`config.mk`:
```
export PLATFORM = sky130hd
export DESIGN_NAME = wind_gust_retract_guard
export DESIGN_NICKNAME = d
export VERILOG_FILES = /design/src/wgrg_pkg.sv /design/src/wgrg_cell.sv /design/src/wind_gust_retract_guard.sv
export SDC_FILE = /design/constraint.sdc
export NUM_CORES = 1
export LEC_CHECK = 0
export BUFFER_PORTS_ARGS = -buffer_cell sky130_fd_sc_hd__buf_2
export CAP_MARGIN = 20
export CORE_ASPECT_RATIO = 0.5
export CORE_MARGIN = 5
export CORE_UTILIZATION = 40
export CTS_CLUSTER_DIAMETER = 120
export DETAILED_ROUTE_END_ITERATION = 10
export PLACE_DENSITY = 0.59
export RECOVER_POWER = 25
export SYNTH_ARGS = -nofsm -noshare
export SYNTH_HDL_FRONTEND = slang
export SYNTH_HIERARCHICAL = 1
export SYNTH_SLANG_ARGS = --single-unit
export TNS_END_PERCENT = 5
```
`constraint.sdc`:
```
create_clock -name clk -period 3.9 [get_ports clk]
set_input_delay 0.585 -clock clk [delete_from_list [all_inputs] [get_ports clk]]
set_output_delay 0.585 -clock clk [all_outputs]
set_load 0.005 [all_outputs]
```
`src/wgrg_pkg.sv`:
```
package wgrg_pkg;

  typedef logic [7:0] speed_t;
  typedef logic [4:0] holdoff_t;
  typedef logic [0:0] cfg_index_t;

  localparam speed_t     SPEED_MAX           = 8'd200;
  localparam holdoff_t   HOLDOFF_PERIOD      = 5'd30;
  localparam holdoff_t   HOLDOFF_MAX         = 5'd31;

  localparam cfg_index_t REG_FOLD_THRESHOLD  = 1'b0;
  localparam cfg_index_t REG_USED_AS_SHUTTER = 1'b1;

  typedef struct packed {
    logic   advance;
    speed_t threshold;
  } cell_ctrl_t;

endpackage

```
`src/wgrg_cell.sv`:
```
module wgrg_cell
  import wgrg_pkg::*;
(
  input  logic       clk,
  input  logic       rst,
  input  cell_ctrl_t ctrl,
  input  speed_t     speed_in,
  input  logic       above_in,
  output speed_t     speed_out,
  output logic       above_out
);

  speed_t speed;

  always_ff @(posedge clk) begin
    if (rst) begin
      speed <= '0;
    end else if (ctrl.advance) begin
      speed <= speed_in;
    end
  end

  // compare the entry this cell takes on the current transfer
  assign above_out = above_in & (speed_in > ctrl.threshold);
  assign speed_out = speed;

endmodule

```
`src/wind_gust_retract_guard.sv`:
```
// Wind gust retract guard. Each input transfer is one tick carrying the
// anemometer pulse count and the sensor input level; each tick yields
// exactly one registered result: speed in km/h (pulses halved,
// capped at 200), the retract command pulse, the all-above flag and the
// registered input level. The speed window is a row of WINDOW_LEN cells
// that shift once per tick and compare their new entry against
// fold_threshold in parallel. One tick is accepted per cycle; an output
// register decouples the two sides, so a new tick is taken while a result
// waits as long as that result is taken in the same cycle. A retract is
// issued when all window entries exceed fold_threshold, the threshold is
// nonzero, used_as_shutter is 0, and at least 30 ticks have passed since
// the last command. Write configuration only while no tick is in flight.
module wind_gust_retract_guard
  import wgrg_pkg::*;
#(
  parameter int WINDOW_LEN = 4
) (
  input  logic        clk,
  input  logic        rst,
  input  logic        cfg_wr_en,
  input  logic [0:0]  cfg_index,
  input  logic [7:0]  cfg_data,
  input  logic        in_valid,
  output logic        in_ready,
  input  logic [15:0] pulse_count,
  input  logic        din_level,
  output logic        out_valid,
  input  logic        out_ready,
  output logic [7:0]  wind_speed,
  output logic        retract_command,
  output logic        all_above,
  output logic        din_state
);

  speed_t     fold_threshold;
  logic       used_as_shutter;
  holdoff_t   holdoff;
  holdoff_t   holdoff_next;
  holdoff_t   holdoff_inc;
  speed_t     speed_new;
  logic       enabled;
  logic       command;
  logic       transfer;
  cell_ctrl_t ctrl;

  speed_t     cell_speed [WINDOW_LEN];
  speed_t     cell_in    [WINDOW_LEN];
  logic       cell_above [WINDOW_LEN+1];

  always_ff @(posedge clk) begin
    if (rst) begin
      fold_threshold  <= '0;
      used_as_shutter <= 1'b0;
    end else if (cfg_wr_en) begin
      case (cfg_index)
        REG_FOLD_THRESHOLD:  fold_threshold  <= cfg_data;
        REG_USED_AS_SHUTTER: used_as_shutter <= cfg_data[0];
        default: ;
      endcase
    end
  end

  assign in_ready = !out_valid || out_ready;
  assign transfer = in_valid && in_ready;

  assign speed_new = (pulse_count[15:1] > 15'(SPEED_MAX)) ? SPEED_MAX : pulse_count[8:1];

  assign ctrl.advance   = transfer;
  assign ctrl.threshold = fold_threshold;

  assign cell_above[WINDOW_LEN] = 1'b1;

  for (genvar i = 0; i < WINDOW_LEN; i++) begin : g_cell
    if (i == WINDOW_LEN - 1) begin : g_tail
      assign cell_in[i] = speed_new;
    end else begin : g_body
      assign cell_in[i] = cell_speed[i+1];
    end

    wgrg_cell u_cell (
      .clk       (clk),
      .rst       (rst),
      .ctrl      (ctrl),
      .speed_in  (cell_in[i]),
      .above_in  (cell_above[i+1]),
      .speed_out (cell_speed[i]),
      .above_out (cell_above[i])
    );
  end

  assign enabled     = !used_as_shutter && (fold_threshold != '0);
  assign holdoff_inc = (holdoff != HOLDOFF_MAX) ? holdoff + 5'd1 : holdoff;
  assign command     = enabled && cell_above[0] && (holdoff_inc >= HOLDOFF_PERIOD);

  always_comb begin
    if (!enabled) begin
      holdoff_next = HOLDOFF_PERIOD;
    end else if (command) begin
      holdoff_next = '0;
    end else begin
      holdoff_next = holdoff_inc;
    end
  end

  always_ff @(posedge clk) begin
    if (rst) begin
      holdoff   <= HOLDOFF_PERIOD;
      out_valid <= 1'b0;
    end else begin
      if (transfer) begin
        holdoff <= holdoff_next;
      end
      if (in_ready) begin
        out_valid <= in_valid;
      end
    end
  end

  always_ff @(posedge clk) begin
    if (transfer) begin
      wind_speed      <= speed_new;
      retract_command <= command;
      all_above       <= cell_above[0];
      din_state       <= din_level;
    end
  end

  a_cmd_needs_above: assert property (@(posedge clk) disable iff (rst)
    out_valid && retract_command |-> all_above)
    else $error("retract issued without full window above threshold");

  a_cmd_clears_holdoff: assert property (@(posedge clk) disable iff (rst)
    transfer && command |=> holdoff == '0)
    else $error("holdoff not cleared after retract");

  a_disabled_holdoff: assert property (@(posedge clk) disable iff (rst)
    transfer && !enabled |=> holdoff == HOLDOFF_PERIOD)
    else $error("holdoff not parked while disabled");

  a_cmd_spacing: assert property (@(posedge clk) disable iff (rst)
    transfer && command |=> !(transfer && command))
    else $error("retract commands on consecutive ticks");

endmodule

```
==> results.py <==
metrics = {
    "cells_and_area": {
        "number_of_filler_instances_in_the_final_layout": 658,
        "final_nets": 413,
        "layout.cells.most_common": "dfxtp_1",
        "mostFrequentLayoutCells": "dfxtp_1 (39), nor2_1 (36), inv_1 (35)",
        "layoutNonFillerInstCount": 442,
        "flow.area_growth_from_synthesis_pct": 22.5,
        "antenna_cells": 0,
        "drive_gt1_share_pct": 22.9,
    },
    "critical_path": {
        "worstSetupPathType": "input pin to flop",
        "worst_ep_required_time_ns": 4.08,
        "worst_setup_path_end_kind": "flop",
        "maximum_fanout_along_the_worst_path": 7,
        "worstSetupStartpointType": "input pin",
        "arrival_ns": 3.87,
    },
    "clock_network": {
        "cts_made_buffers": 5,
        "max-clock-path-buffers": 2,
        "cts_sinks": 50,
        "clk_pin_slew_worst_paths_ns": 0.07,
        "cts_root_buf": "clkbuf_16",
        "worst_skew_pair.late_latency_ns": 0.29,
        "cts_hold_repair.buffers": 0,
        "tritoncts": "done",
        "post-cts-setup-buffer-count": 0,
        "h-tree-depth": 2,
    },
    "detailed_routing": {
        "initialDrtViolationCount": 132,
        "wl_um": 6560,
        "detailedRoute.firstPassIterationCount": 5,
        "via_per_inst": 5.17,
        "drc": 0,
        "detailroute.via_count": 2283,
        "antenna_violating_nets_post_route": 0,
        "wl_per_cell_um": 14.8,
    },
    "placed_design": {
        "port-buffer-count": 42,
        "dp_hpwl_um": 4920,
        "place_congestion": 0.868,
        "dpl_worst_slack_ns": -0.359,
        "numPlacedInstances": 434,
    },
    "hold_path": {
        "min-delay-path-class": "input pin to flop",
    },
    "power_and_ir_drop": {
        "p_leak_nw": 1.47,
        "vdd.ir_drop.worst_mv": 0.176,
        "power_report.internal_total_uw": 931,
        "power-per-cell-area_mw_per_mm2": 361,
        "seqPwrFrac_pct": 45.6,
        "clockPowerShare_pct": 39.7,
        "power.share.switching_pct": 24.8,
        "net_load_switching_power_uw": 306,
        "pwr-share-comb_pct": 14.7,
    },
    "sta": {
        "worst_pin_slew_ns": 0.844,
        "drv_slew": 0,
        "clock_skew_ns": 0.00526,
        "setup_slack_ns": 0.208,
        "fmax_ghz": 0.271,
        "unrepaired_setup_endpoints_after_global_routing": "true",
        "setup_violations": 0,
        "total_count_of_hold_check_failures_in_the_final_report": 0,
        "worst_slew_margin_rel_pct": 43.6,
        "timing.final.crit_period_ns": 3.69,
        "fin_crit_sh_pct": 94.7,
        "setup-tns-final_ns": 0,
    },
    "global_route": {
        "first_pass_grt_wire_length_um": 10600,
        "grt_max_degree": 41,
        "first_global_vias": 2234,
        "grt_antenna_before_repair": 0,
        "grt_overflow": 0,
        "global_route.usage.total_pct": 14.8,
    },
    "floorplan": {
        "core_mm2": 0.00673,
        "floorplan.die.width_um": 128,
        "chipHeight_um": 69.1,
        "initial_core_util_pct": 41.6,
        "design.die.area_mm2": 0.00887,
        "ioPinCount": 44,
        "placementRows": 21,
    },
    "synthesis": {
        "ys_warn_count": 6,
        "synthesis.instances": 292,
        "synth.cell_area_mm2": 0.00280,
        "syn-num-nets": 356,
        "syn-mean-instance-area_um2": 9.58,
    },
    "outcome": {
        "status": "completed",
    },
    "job": {
        "maxCapViolations": 0,
    },
}
==> through the flow <==
step                power (mW)  utilization [%]  instance area [µm²]  hold WS [ns]
global placement         0.744             47.7                 3210         0.465
finish                    1.24             50.9                 3430         0.470
detailed placement       0.752             47.7                 3210         0.472
CTS                       1.24             50.2                 3380         0.467
global route              1.30             50.9                 3430         0.470
floorplan                0.693                -                 2800         0.449
==> per-layer routing <==
layer | wire [µm] | share of wire (%) | GRT usage (%)
met4 | 38 | 0.58 | 2.94
met5 | 0 | 0 | 0
met2 | 3080 | 47 | 23.7
met1 | 3120 | 48 | 20.2
met3 | 325 | 5.0 | 3.78
==> flip-flops by register name, summed over array words and instances (netlist names) <==
signal                   count
wind_speed                   8
out_valid                    1
fold_threshold               8
used_as_shutter              1
holdoff                      5
din_state                    1
g_cell.u_cell/speed_out     24
retract_command              1
all_above                    1
==> what timing repair did <==
action                                  in CTS  in global routing
endpoints found under the hold margin        0                  0
pin swaps                                    2                  2
endpoints found under the setup margin       5                  6
gates resized for setup                      2                 18
==> worst max-delay path, cell delays in order <==
cell      delay [ns]
buf_2           0.11
o31a_1          0.31
o311ai_2        0.23
and3_4          0.27
buf_4           0.12
and2_4          0.14
ha_1            0.23
nand4_1         0.12
o21ai_1         0.10
a31oi_2         0.16
o21ai_1         0.08
a31oi_1         0.15
o21ai_1         0.09
a31oi_1         0.14
o21ai_1         0.09
a31oi_1         0.18
buf_4           0.16
o2111a_2        0.24
nand4_4         0.14
o22ai_2         0.17
nand2b_1        0.07
==> power by group through the flow <==
stage | Sequential, mW | Clock [mW] | Combinational [mW]
global route | 0.567 | 0.525 | 0.204
global placement | 0.575 | 0 | 0.169
CTS | 0.564 | 0.500 | 0.178
finish | 0.564 | 0.491 | 0.182
floorplan | 0.571 | 0 | 0.122
detailed placement | 0.576 | 0 | 0.176
==> cell type report <==
class                   instances  area, µm²  share of cell area (%)
clock buffers                   5        125                    3.65
multi-input cells             197       1570                    45.9
inverters                      36        135                    3.94
repair buffers                 59        327                    9.53
flip-flops and latches         50       1110                    32.4
clock inverters                 3       40.0                    1.17
well taps                      92        115                    3.36
==> final timing paths <==
| check | from | to | slack, ns | cells past startpoint |
|---|---|---|---|---|
| worst max-delay path | pulse_count[1] | holdoff[4]$_SDFFE_PP1P_ | 0.21 | 21 |
| worst min-delay path | din_level | din_state$_DFFE_PP_ | 0.47 | 1 |
| worst max register to register | fold_threshold[5]$_SDFFE_PP0P_ | holdoff[4]$_SDFFE_PP1P_ | 0.95 | 16 |
| worst min register to register | used_as_shutter$_SDFFE_PP0P_ | used_as_shutter$_SDFFE_PP0P_ | 0.48 | 2 |
(Power assumes the default switching activity.)
